**src/rtl/core/lkvc_pkg.sv**
```systemverilog
package lkvc_pkg;

   // operation codes
   localparam logic CMD_GET = 1'b0;
   localparam logic CMD_PUT = 1'b1;

   // reply value on a get miss, and on every put
   localparam logic signed [31:0] READ_MISS = -32'sd1;
   localparam logic signed [31:0] PUT_REPLY = 32'sd0;

   localparam logic [4:0] CAPACITY_RESET = 5'd16;

   typedef struct packed {
      logic               command;
      logic signed [31:0] key;
      logic signed [31:0] value;
   } req_type;

   typedef struct packed {
      logic               found;
      logic signed [31:0] read_value;
   } rsp_type;

   // controller to datapath
   typedef struct packed {
      logic load;          // capture request, start search sweep
      logic search;        // search sweep in progress
      logic update_begin;  // commit valid bits, start rank sweep
      logic update;        // rank sweep in progress
   } cmd_type;

   // datapath to controller
   typedef struct packed {
      logic last;          // data of the final entry is in this cycle
      logic hit;
      logic is_put;
   } status_type;

endpackage

```
**src/rtl/core/lru_key_value_cache_top.sv**
```systemverilog
// channel  | ports                              | transfer when
// ---------+------------------------------------+---------------------------------
// request  | start, busy, req_data              | start high and busy low
// response | rsp_strobe, rsp_data               | rsp_strobe high (one cycle)
// csr      | csr_write_enable, csr_write_data   | csr_write_enable high
//
// N = MAX_ENTRIES. Each operation sweeps the entry RAM one entry a cycle: a
// search sweep, then for a hit or a put a rank sweep that writes back ranks.
// The strobe follows the search sweep for a get miss and the rank sweep otherwise;
// busy drops the cycle after the strobe, so one request is in flight at a time.
// Reset (synchronous) empties the store and sets capacity to 16 at once.
// Responses cannot be stalled; a csr write is only legal while busy is low.
module lru_key_value_cache_top #(
   parameter int MAX_ENTRIES = 16
) (
   input  logic             clock,
   input  logic             reset,
   input  logic             start,
   output logic             busy,
   input  lkvc_pkg::req_type req_data,
   output logic             rsp_strobe,
   output lkvc_pkg::rsp_type rsp_data,
   input  logic             csr_write_enable,
   input  logic [4:0]       csr_write_data
);

   import lkvc_pkg::*;

   cmd_type    cmd;
   status_type status;

   lkvc_ctrl u_ctrl (
      .clock      (clock),
      .reset      (reset),
      .start      (start),
      .status     (status),
      .busy       (busy),
      .rsp_strobe (rsp_strobe),
      .cmd        (cmd)
   );

   lkvc_datapath #(
      .MAX_ENTRIES (MAX_ENTRIES)
   ) u_datapath (
      .clock            (clock),
      .reset            (reset),
      .req_data         (req_data),
      .cmd              (cmd),
      .status           (status),
      .rsp_data         (rsp_data),
      .csr_write_enable (csr_write_enable),
      .csr_write_data   (csr_write_data)
   );

   a_accept_busy: assert property (@(posedge clock) disable iff (reset)
      (start && !busy) |=> busy)
      else $error("request transfer did not raise busy");

   a_reply_single: assert property (@(posedge clock) disable iff (reset)
      rsp_strobe |=> (!rsp_strobe && !busy))
      else $error("response not followed by idle");

   a_sweep_end_once: assert property (@(posedge clock) disable iff (reset)
      status.last |=> !status.last)
      else $error("sweep end seen twice in a row");

   a_cmd_exclusive: assert property (@(posedge clock) disable iff (reset)
      cmd.update_begin |-> (!cmd.search && !cmd.update && !status.last))
      else $error("rank sweep started while a sweep is still running");

endmodule

```
**src/rtl/core/lkvc_ram.sv**
```systemverilog
module lkvc_ram #(
   parameter int WIDTH = 8,
   parameter int DEPTH = 16
) (
   input  logic                                       clock,
   input  logic                                       wr_en,
   input  logic [((DEPTH > 1) ? $clog2(DEPTH) : 1)-1:0] wr_addr,
   input  logic [WIDTH-1:0]                           wr_data,
   input  logic                                       rd_en,
   input  logic [((DEPTH > 1) ? $clog2(DEPTH) : 1)-1:0] rd_addr,
   output logic [WIDTH-1:0]                           rd_data
);

   logic [WIDTH-1:0] mem_ff [DEPTH];
   logic [WIDTH-1:0] rd_data_ff;

   always_ff @(posedge clock) begin
      if (wr_en) begin
         mem_ff[wr_addr] <= wr_data;
      end
      if (rd_en) begin
         rd_data_ff <= mem_ff[rd_addr];
      end
   end

   assign rd_data = rd_data_ff;

endmodule

```
**src/rtl/core/lkvc_ctrl.sv**
```systemverilog
module lkvc_ctrl (
   input  logic                clock,
   input  logic                reset,
   input  logic                start,
   input  lkvc_pkg::status_type status,
   output logic                busy,
   output logic                rsp_strobe,
   output lkvc_pkg::cmd_type    cmd
);

   import lkvc_pkg::*;

   typedef enum logic [4:0] {
      ST_IDLE   = 5'b00001,
      ST_SEARCH = 5'b00010,
      ST_PREP   = 5'b00100,
      ST_UPDATE = 5'b01000,
      ST_REPLY  = 5'b10000
   } state_type;

   state_type state_ff, state_in;

   always_comb begin
      state_in = state_ff;
      cmd      = '0;
      case (state_ff)
         ST_IDLE: begin
            if (start) begin
               cmd.load = 1'b1;
               state_in = ST_SEARCH;
            end
         end
         ST_SEARCH: begin
            cmd.search = 1'b1;
            if (status.last) begin
               state_in = ST_PREP;
            end
         end
         ST_PREP: begin
            // a get miss leaves the store untouched
            if (status.is_put || status.hit) begin
               cmd.update_begin = 1'b1;
               state_in         = ST_UPDATE;
            end else begin
               state_in = ST_REPLY;
            end
         end
         ST_UPDATE: begin
            cmd.update = 1'b1;
            if (status.last) begin
               state_in = ST_REPLY;
            end
         end
         ST_REPLY: begin
            state_in = ST_IDLE;
         end
         default: begin
            state_in = ST_IDLE;
         end
      endcase
   end

   always_ff @(posedge clock) begin
      if (reset) begin
         state_ff <= ST_IDLE;
      end else begin
         state_ff <= state_in;
      end
   end

   assign busy       = (state_ff != ST_IDLE);
   assign rsp_strobe = (state_ff == ST_REPLY);

endmodule

```
**src/rtl/core/lkvc_datapath.sv**
```systemverilog
module lkvc_datapath #(
   parameter int MAX_ENTRIES = 16
) (
   input  logic                 clock,
   input  logic                 reset,
   input  lkvc_pkg::req_type     req_data,
   input  lkvc_pkg::cmd_type     cmd,
   output lkvc_pkg::status_type  status,
   output lkvc_pkg::rsp_type     rsp_data,
   input  logic                 csr_write_enable,
   input  logic [4:0]           csr_write_data
);

   import lkvc_pkg::*;

   localparam int IW = (MAX_ENTRIES > 1) ? $clog2(MAX_ENTRIES) : 1;
   localparam int RW = IW;
   localparam int CW = $clog2(MAX_ENTRIES + 1);
   localparam int EW = (CW > 5) ? CW : 5;
   localparam int WW = RW + 64;
   localparam logic [IW-1:0] LAST_IDX = IW'(MAX_ENTRIES - 1);

   logic [4:0]             cap_ff, cap_in;
   logic [MAX_ENTRIES-1:0] valid_ff, valid_in;
   logic [CW-1:0]          count_ff, count_in;
   req_type                req_ff, req_in;

   logic                   issuing_ff, issuing_in;
   logic [IW-1:0]          idx_ff, idx_in;
   logic                   d_vld_ff, d_vld_in;
   logic [IW-1:0]          d_idx_ff, d_idx_in;

   logic                   hit_ff, hit_in;
   logic [IW-1:0]          hit_idx_ff, hit_idx_in;
   logic [RW-1:0]          hit_rank_ff, hit_rank_in;
   logic [31:0]            hit_value_ff, hit_value_in;
   logic                   victim_ff, victim_in;
   logic [IW-1:0]          victim_idx_ff, victim_idx_in;
   logic                   free_ff, free_in;
   logic [IW-1:0]          free_idx_ff, free_idx_in;
   logic                   insert_ff, insert_in;
   logic [IW-1:0]          target_ff, target_in;

   logic                   wr_en;
   logic [WW-1:0]          wr_data;
   logic [WW-1:0]          rd_word;
   logic [RW-1:0]          rd_rank;
   logic [31:0]            rd_key;
   logic [31:0]            rd_value;
   logic                   entry_vld;
   logic [EW-1:0]          limit;
   logic [RW-1:0]          oldest;
   logic                   insert_now;
   logic                   evict_now;

   // word layout: rank | key | value
   assign rd_rank   = rd_word[WW-1:64];
   assign rd_key    = rd_word[63:32];
   assign rd_value  = rd_word[31:0];
   assign entry_vld = valid_ff[d_idx_ff];
   assign oldest    = RW'(count_ff - CW'(1));

   // capacity zero acts as one, above the store size it saturates
   always_comb begin
      limit = EW'(cap_ff);
      if (limit == '0) begin
         limit = EW'(1);
      end
      if (limit > EW'(MAX_ENTRIES)) begin
         limit = EW'(MAX_ENTRIES);
      end
   end

   assign insert_now = (req_ff.command == CMD_PUT) && !hit_ff;
   assign evict_now  = insert_now && (count_ff != '0) && (EW'(count_ff) >= limit);

   always_comb begin
      cap_in        = cap_ff;
      valid_in      = valid_ff;
      count_in      = count_ff;
      req_in        = req_ff;
      issuing_in    = issuing_ff;
      idx_in        = idx_ff;
      d_vld_in      = issuing_ff;
      d_idx_in      = idx_ff;
      hit_in        = hit_ff;
      hit_idx_in    = hit_idx_ff;
      hit_rank_in   = hit_rank_ff;
      hit_value_in  = hit_value_ff;
      victim_in     = victim_ff;
      victim_idx_in = victim_idx_ff;
      free_in       = free_ff;
      free_idx_in   = free_idx_ff;
      insert_in     = insert_ff;
      target_in     = target_ff;
      wr_en         = 1'b0;
      wr_data       = rd_word;

      // sweep address
      if (cmd.load || cmd.update_begin) begin
         issuing_in = 1'b1;
         idx_in     = '0;
      end else if (issuing_ff) begin
         if (idx_ff == LAST_IDX) begin
            issuing_in = 1'b0;
         end else begin
            idx_in = idx_ff + IW'(1);
         end
      end

      if (cmd.load) begin
         req_in    = req_data;
         hit_in    = 1'b0;
         victim_in = 1'b0;
         free_in   = 1'b0;
      end

      if (cmd.search && d_vld_ff) begin
         if (entry_vld && (rd_key == $unsigned(req_ff.key))) begin
            hit_in       = 1'b1;
            hit_idx_in   = d_idx_ff;
            hit_rank_in  = rd_rank;
            hit_value_in = rd_value;
         end
         if (entry_vld && !victim_ff && (rd_rank >= oldest)) begin
            victim_in     = 1'b1;
            victim_idx_in = d_idx_ff;
         end
         if (!entry_vld && !free_ff) begin
            free_in     = 1'b1;
            free_idx_in = d_idx_ff;
         end
      end

      if (cmd.update_begin) begin
         insert_in = insert_now;
         if (hit_ff) begin
            target_in = hit_idx_ff;
         end else if (evict_now && (!free_ff || (victim_idx_ff < free_idx_ff))) begin
            target_in = victim_idx_ff;
         end else begin
            target_in = free_idx_ff;
         end
         if (evict_now) begin
            valid_in[victim_idx_ff] = 1'b0;
         end
         if (insert_now) begin
            valid_in[target_in] = 1'b1;
            if (!evict_now) begin
               count_in = count_ff + CW'(1);
            end
         end
      end

      if (cmd.update && d_vld_ff) begin
         if (d_idx_ff == target_ff) begin
            wr_en = 1'b1;
            if (insert_ff) begin
               wr_data = {RW'(0), req_ff.key, req_ff.value};
            end else if (req_ff.command == CMD_PUT) begin
               wr_data = {RW'(0), rd_key, req_ff.value};
            end else begin
               wr_data = {RW'(0), rd_key, rd_value};
            end
         end else if (entry_vld && (insert_ff || (rd_rank < hit_rank_ff))) begin
            wr_en   = 1'b1;
            wr_data = {rd_rank + RW'(1), rd_key, rd_value};
         end
      end

      // capacity write empties the store
      if (csr_write_enable) begin
         cap_in   = csr_write_data;
         valid_in = '0;
         count_in = '0;
      end
   end

   always_ff @(posedge clock) begin
      if (reset) begin
         cap_ff     <= CAPACITY_RESET;
         valid_ff   <= '0;
         count_ff   <= '0;
         issuing_ff <= 1'b0;
         idx_ff     <= '0;
         d_vld_ff   <= 1'b0;
         hit_ff     <= 1'b0;
         victim_ff  <= 1'b0;
         free_ff    <= 1'b0;
         insert_ff  <= 1'b0;
      end else begin
         cap_ff     <= cap_in;
         valid_ff   <= valid_in;
         count_ff   <= count_in;
         issuing_ff <= issuing_in;
         idx_ff     <= idx_in;
         d_vld_ff   <= d_vld_in;
         hit_ff     <= hit_in;
         victim_ff  <= victim_in;
         free_ff    <= free_in;
         insert_ff  <= insert_in;
      end
   end

   always_ff @(posedge clock) begin
      req_ff        <= req_in;
      d_idx_ff      <= d_idx_in;
      hit_idx_ff    <= hit_idx_in;
      hit_rank_ff   <= hit_rank_in;
      hit_value_ff  <= hit_value_in;
      victim_idx_ff <= victim_idx_in;
      free_idx_ff   <= free_idx_in;
      target_ff     <= target_in;
   end

   lkvc_ram #(
      .WIDTH (WW),
      .DEPTH (MAX_ENTRIES)
   ) u_entry_ram (
      .clock   (clock),
      .wr_en   (wr_en),
      .wr_addr (d_idx_ff),
      .wr_data (wr_data),
      .rd_en   (issuing_ff),
      .rd_addr (idx_ff),
      .rd_data (rd_word)
   );

   assign status.last   = d_vld_ff && (d_idx_ff == LAST_IDX);
   assign status.hit    = hit_ff;
   assign status.is_put = (req_ff.command == CMD_PUT);

   always_comb begin
      rsp_data.found = hit_ff;
      if (req_ff.command == CMD_PUT) begin
         rsp_data.read_value = PUT_REPLY;
      end else if (hit_ff) begin
         rsp_data.read_value = $signed(hit_value_ff);
      end else begin
         rsp_data.read_value = READ_MISS;
      end
   end

endmodule

```
**config.mk**
```make
export PLATFORM = sky130hd
export DESIGN_NAME = lru_key_value_cache_top
export DESIGN_NICKNAME = d
export VERILOG_FILES = /design/src/rtl/core/lkvc_pkg.sv /design/src/rtl/core/lru_key_value_cache_top.sv /design/src/rtl/core/lkvc_ram.sv /design/src/rtl/core/lkvc_ctrl.sv /design/src/rtl/core/lkvc_datapath.sv
export SDC_FILE = /design/constraint.sdc
export NUM_CORES = 1
export LEC_CHECK = 0
export BUFFER_PORTS_ARGS = -buffer_cell sky130_fd_sc_hd__clkbuf_2
export CORE_AREA = 2 2 294 296
export CTS_BUF_LIST = sky130_fd_sc_hd__clkbuf_16
export CTS_CLUSTER_SIZE = 40
export DETAILED_ROUTE_END_ITERATION = 8
export DIE_AREA = 0 0 296 298
export GPL_TIMING_DRIVEN = 0
export PLACE_DENSITY = 0.81
export SYNTH_ARGS = -nofsm -noshare
export SYNTH_HDL_FRONTEND = slang
export SYNTH_SLANG_ARGS = --single-unit
```
**constraint.sdc**
```tcl
create_clock -name clock -period 16 [get_ports clock]
set_input_delay 4.8 -clock clock [delete_from_list [all_inputs] [get_ports clock]]
set_output_delay 4.8 -clock clock [all_outputs]
set_load 0.02 [all_outputs]
```
# --- Yosys cells after proc, flatten, opt, wreduce, memory -nomap -nowiden ---
# Memories as Yosys holds them, arrays and structs flattened. A register that Yosys moved wholly into a read port is not among the register bits.
# Index checks and enable logic that the tools add are counted.
word_totals:
  register_bits: 162
  ramBits: 1088
  wordCells: 135
  mem_count: 1
memory_table:
  columns: ["name", "words", "width", "rd", "rd_clocked_by_memory_dff", "write_ports", "line_no", "source"]
  rows:
  - ["u_datapath.u_entry_ram.mem_ff", 16, 68, 1, 1, 1, "lkvc_ram.sv:14", "logic [WIDTH-1:0] mem_ff [DEPTH];"]
op_classes:
  add_sub_neg: 4
  magnitude_cmp: 10
  n_eq_ne: 13
  mux: 49
  n_bitwise: 5
  reduce_logical: 32
op_table:
  columns: ["op", "count"]
  rows:
  - ["$mux 68", 3]
  - ["$mux 32", 3]
  - ["$mux 64", 1]
  - ["$mux 16", 3]
  - ["$eq 32x32->1", 1]
  - ["$mux 5", 6]
  - ["$mux 1", 26]
  - ["$pmux 5 s4", 1]
  - ["$and 16x16->16", 1]
  - ["$not 16->16", 1]
  - ["$or 16x16->16", 1]
  - ["$lt 4x5->1 const B", 3]
  - ["$logic_and 1x1->1", 14]
  - ["$mux 4", 3]
  - ["$add 4x1->4 const B", 2]
  - ["$demux 1 s4", 2]
  - ["$eq 4x4->1 const B", 2]
  - ["$ge 4x1->1 const B", 2]
  - ["$lt 4x4->1", 2]
  - ["$reduce_and 2->1", 4]
  - ["$ne 2x2->1 const B", 3]
  - ["$reduce_and 3->1", 2]
  - ["$add 5x1->5 const B", 1]
  - ["$eq 5x1->1 const B", 1]
  - ["other kinds (17)", 25]

# --- Depth between registers and ports, before layout ---
depth:
  depth_word: 16
  mapped_depth: 13
  mapped_depth_nobuf: 12

# --- Hierarchy ---
# A second synthesis with hierarchy kept.
hier_totals:
  hier_cells: 2383
  area_unflattened_um2: 50395.8
by_module_without_submodules:
  columns: ["module", "n_inst", "cells_per_inst", "area_per_inst_um2", "seq_area_each_um2"]
  rows:
  - ["lkvc_ram", 1, 1750, 42659.7, 34713.3]
  - ["lkvc_datapath", 1, 595, 7432.1, 4314.1]
  - ["lkvc_ctrl", 1, 38, 304.0, 100.1]

# --- Worst setup path before layout ---
# Ideal clock, no wire load.
synth_path:
  path_type: "register -> register"
  from: "register u_datapath.u_entry_ram.rd_data_ff[65], in the netlist u_datapath.u_entry_ram.rd_data[65] (read register of u_datapath.u_entry_ram.mem_ff)"
  to: "memory u_datapath.u_entry_ram.mem_ff[0][0] in the netlist's numbering, enable pin"
  setup_time_ns: 0.577
  t_arrival_ns: 6.511
  setup_slack_ns: 8.912
  stages_incl_launch_ff: 8
  path_cell_list: "edfxtp_1 > ha_1 > a21o_1 > a21o_1 > a21o_1 > a211oi_1 > o211ai_1 > nor3_1"
synth_between:
  elab_chain_len: 8
synth_rtl:
  columns: ["item", "line_no", "source"]
  rows:
  - ["from (decl)", "lkvc_ram.sv:15", "logic [WIDTH-1:0] rd_data_ff;"]
  - ["$lt 4x4->1", "lkvc_datapath.sv:165", "end else if (entry_vld && (insert_ff || (rd_rank < hit_rank_ff))) begin"]
  - ["$logic_or 1x1->1", "lkvc_datapath.sv:165", null]
  - ["$logic_and 1x1->1", "lkvc_datapath.sv:165", null]
  - ["$mux 1", "lkvc_datapath.sv:165", null]
  - ["$mux 1", "lkvc_datapath.sv:156", "if (d_idx_ff == target_ff) begin"]
  - ["$mux 1", "lkvc_datapath.sv:155", "if (cmd.update && d_vld_ff) begin"]
  - ["$mux 1", "lkvc_ram.sv:18", "if (wr_en) begin"]
  - ["$mux 1 (implied by the code)", "lkvc_ram.sv:19", "mem_ff[wr_addr] <= wr_data;"]
  - ["to (decl)", "lkvc_ram.sv:14", null]
# No other way between the ends.

==> results.yml <==
yosys:
  syn_nets: 2323
  ys_ff_latch: 1318
  synth.area.top_cells: "edfxtp_1 76%, mux4_2 15%, dfxtp_1 1.8%"
  yosys.cell_types.count: 54
  async_reset_ff_share_pct: 0
  syn_inst: 2229
  avgSynthCellArea_um2: 22.65
  yosys.area.top_type: "edfxtp_1"
  ys.flop_type: "edfxtp_1"
  syn-cell-area_um2: 50490
  yosysMostFrequentCell: "edfxtp_1"
  yosysTopAreaCellShare_pct: 75.72
  ys_warn_count: 0
  synth-seq-area-share_pct: 77.50
  synth_edf_count: 1273
  synth_commonest_cells: "1273 x edfxtp_1, 345 x mux4_2, 64 x mux2_2"
timing:
  hold_ws_ns: 0.3517
  post-route-period-util_pct: 49.59
  fin_crit_ns: 7.934
  max_freq_mhz: 126.0
  rsz0062_at_grt: "no"
  setup_slack_ns: 8.066
  hold_violations: 0
  tns_ns: 0
  slew_headroom_pct: 10.86
  tightest_slew_ns: 1.337
  slew_viol_final: 0
  final-setup-viol-count: 0
  fin_worst_skew_ns: 0.03100
place:
  pre_cts_slack_ns: 8.828
  io_buffers: 107
  post-dp-hpwl_mm: 75.25
  gp_congestion: 0.8591
  dp.cells: 3565
worst_setup_path:
  end_kind: "output pin"
  required_ns: 11.20
  startpoint: "u_datapath.hit_ff$_SDFF_PP0_"
  reg2reg_from: "u_datapath.d_idx_ff[1]$_DFF_P_"
  cp.arrival_ns: 3.13
  crit_chain: "clkbuf_1 -> clkbuf_1 -> a21oi_1 -> clkbuf_2"
  critPathSlowestCell: "clkbuf_1"
  startpoint_type: "register"
  critical_path_class: "register to output pin"
  cpMostUsedCell: "clkbuf_1"
  worstPathMaxFanout: 10
  r2r_slack_ns: 11.17
  cpPeakStageDelay_ns: 0.81
global_routing:
  grt_util_all_layers_pct: 31.08
  grt_antenna_before_repair: 1
  grt_pass1_vias: 27296
  grtUsageMet2_pct: 51.14
  grt.overflow.total: 0
  grt_pass1_wl_mm: 192.7
  grt_max_degree: 41
  use_met3_pct: 6.751
  grt.busiest_layer: "met2"
  grt_use_met1_pct: 40.19
detailed_routing:
  num_vias: 26572
  drtPass1Iterations: 8
  drt-initial-drc-count: 4446
  wl_mm: 134.4
  vias_per_cell: 7.006
  wire_per_inst_um: 35.43
  drc: 0
  postRouteAntennaNets: 0
die:
  num_io_pins: 109
  initial_core_util_pct: 59.48
  core.rowCount: 107
  core_um2: 84880
  die_area_um2: 88210
  die_x_um: 296
  fp.dieH_um: 298
final_layout:
  syn2layout_area_growth_pct: 14.90
  nFillCells: 4716
  nets: 2638
  n_antenna_cell: 0
  final_layout_size_suffix_gt1_share_pct: 30.50
  fin_cells: 3793
pwr:
  p_int_uw: 5612
  leakagePower_uw: 0.01828
  swShare_pct: 21.53
  cellPowerDensity_nw_per_um2: 123.3
  clockPowerShare_pct: 40.9
  pwr-share-comb_pct: 4.9
  seqPwrFrac_pct: 54.1
  ir_worst_vdd_mv: 0.08843
  switchingPower_uw: 1540
status:
  status: "finished clean"
clocking:
  h-tree-depth: 3
  cts-buffers-inserted: 121
  cts_tree: "done"
  cts_resized: 0
  cts-root-buf: "clkbuf_16"
  postCtsSetupRepairBufs: 0
  clockBufferDepth: 3
  clkLatencyLatePin_ns: 0.71
  cts.clk_slew.worst_paths_ns: 0.06
  cts_hold_buffers: 0
  numClockSinks: 1318
hold_path:
  hold_start: "u_datapath.d_idx_in[3]$_SDFFE_PP0P_"
  min_path_type: "register to register"
job:
  drv_cap: 0
placed cells by master, fill, tap and decap left out, drive strengths merged, types with 4 or more instances in the layout:
cell type,Yosys,routed
bufinv,0,15
ha,20,20
nor2,41,41
o211ai,9,9
o21ai,20,20
a21o,6,6
o21a,5,5
mux4,345,345
xnor2,9,9
nor3,13,13
clkbuf,63,293
inv,60,89
or4,4,4
nand3,17,17
nor4,9,9
nand2b,9,9
mux2,64,64
dfxtp,45,45
mux2i,5,5
clkinv,0,59
edfxtp,1273,1273
nand4,11,11
xor2,38,38
a21oi,62,62
a31oi,4,4
buf,40,125
nand2,24,24
worst max-delay path, delay by kind of cell, from the launching register on:
kind | cells | cell delay, ns
buffers and inverters | 3 | 1.67
flip-flops | 1 | 0.47
AO/OA/AOI/OAI | 1 | 0.30
path summary, 6_finish.rpt:
check / endpoint / depth (start not counted)
hold / removal: u_datapath.d_idx_ff[3]$_DFF_P_ / 0
setup / recovery: rsp_data[1] / 4
hold reg to reg: u_datapath.d_idx_ff[3]$_DFF_P_ / 0
setup reg to reg: u_datapath.u_entry_ram.mem_ff[1][38]$_DFFE_PP_ / 11
area by class of cell:
type | count | area [um2] | share of cell area [%]
Clock buffer | 123 | 3078 | 5.306
Timing Repair Buffer | 192 | 1984 | 3.421
Tap cell | 1144 | 1431 | 2.467
Inverter | 60 | 230.2 | 0.3969
Sequential cell | 1318 | 39130 | 67.46
Multi-Input combinational cell | 748 | 10840 | 18.69
Buffer | 103 | 411.6 | 0.7096
Clock inverter | 105 | 903.4 | 1.557
metrics by stage:
step           total power [uW]  utilization, %  cell area [um2]
2_1_floorplan              4154               -            50490
3_3_place_gp               4261           61.80            52450
3_5_place_dp               4282           63.65            54020
4_1_cts                    7154           68.34            58010
5_1_grt                    7298           68.34            58010
6_report                   7151           68.34            58010
power groups by stage:
stage               Combinational, uW  Sequential [uW]  Clock, uW
floorplan                         225             3930          0
global placement                  310             3950          0
detailed placement                339             3940          0
CTS                               351             3870       2930
global route                      372             3870       3050
finish                            354             3870       2930
kinds of logic after synthesis:
family | Yosys count | share of synthesized area [%]
AO/OA/AOI/OAI | 124 | 1.596
buffers and inverters | 163 | 1.266
XOR/XNOR | 47 | 0.8154
flip-flops | 1318 | 77.50
AND/OR/NAND/NOR | 143 | 1.410
multiplexers | 414 | 16.92
adder cells (fa/ha/maj) | 20 | 0.4957
state kept, by name (all words and copies together), names as in the netlist, 4 cells and up:
register / cells
u_datapath.d_idx_ff: 4
u_datapath.free_idx_ff: 4
u_ctrl.state_ff: 5
u_datapath.req_ff: 64
u_datapath.hit_idx_ff: 4
u_datapath.target_ff: 4
u_datapath.u_entry_ram.mem_ff: 1088
u_datapath.hit_value_ff: 32
u_datapath.count_ff: 5
u_datapath.hit_rank_ff: 4
u_datapath.u_entry_ram.rd_data: 68
u_datapath.cap_ff: 5
u_datapath.d_idx_in: 4
u_datapath.victim_idx_ff: 4
u_datapath.valid_ff: 16
layer usage:
layer | vias to the layer above | part of all wire (%)
met5 | - | 0.010
met4 | 2 | 5.1
met3 | 474 | 12
met2 | 2458 | 50
met1 | 13650 | 33
li1 | 9988 | -
(Power assumes the default switching activity.)
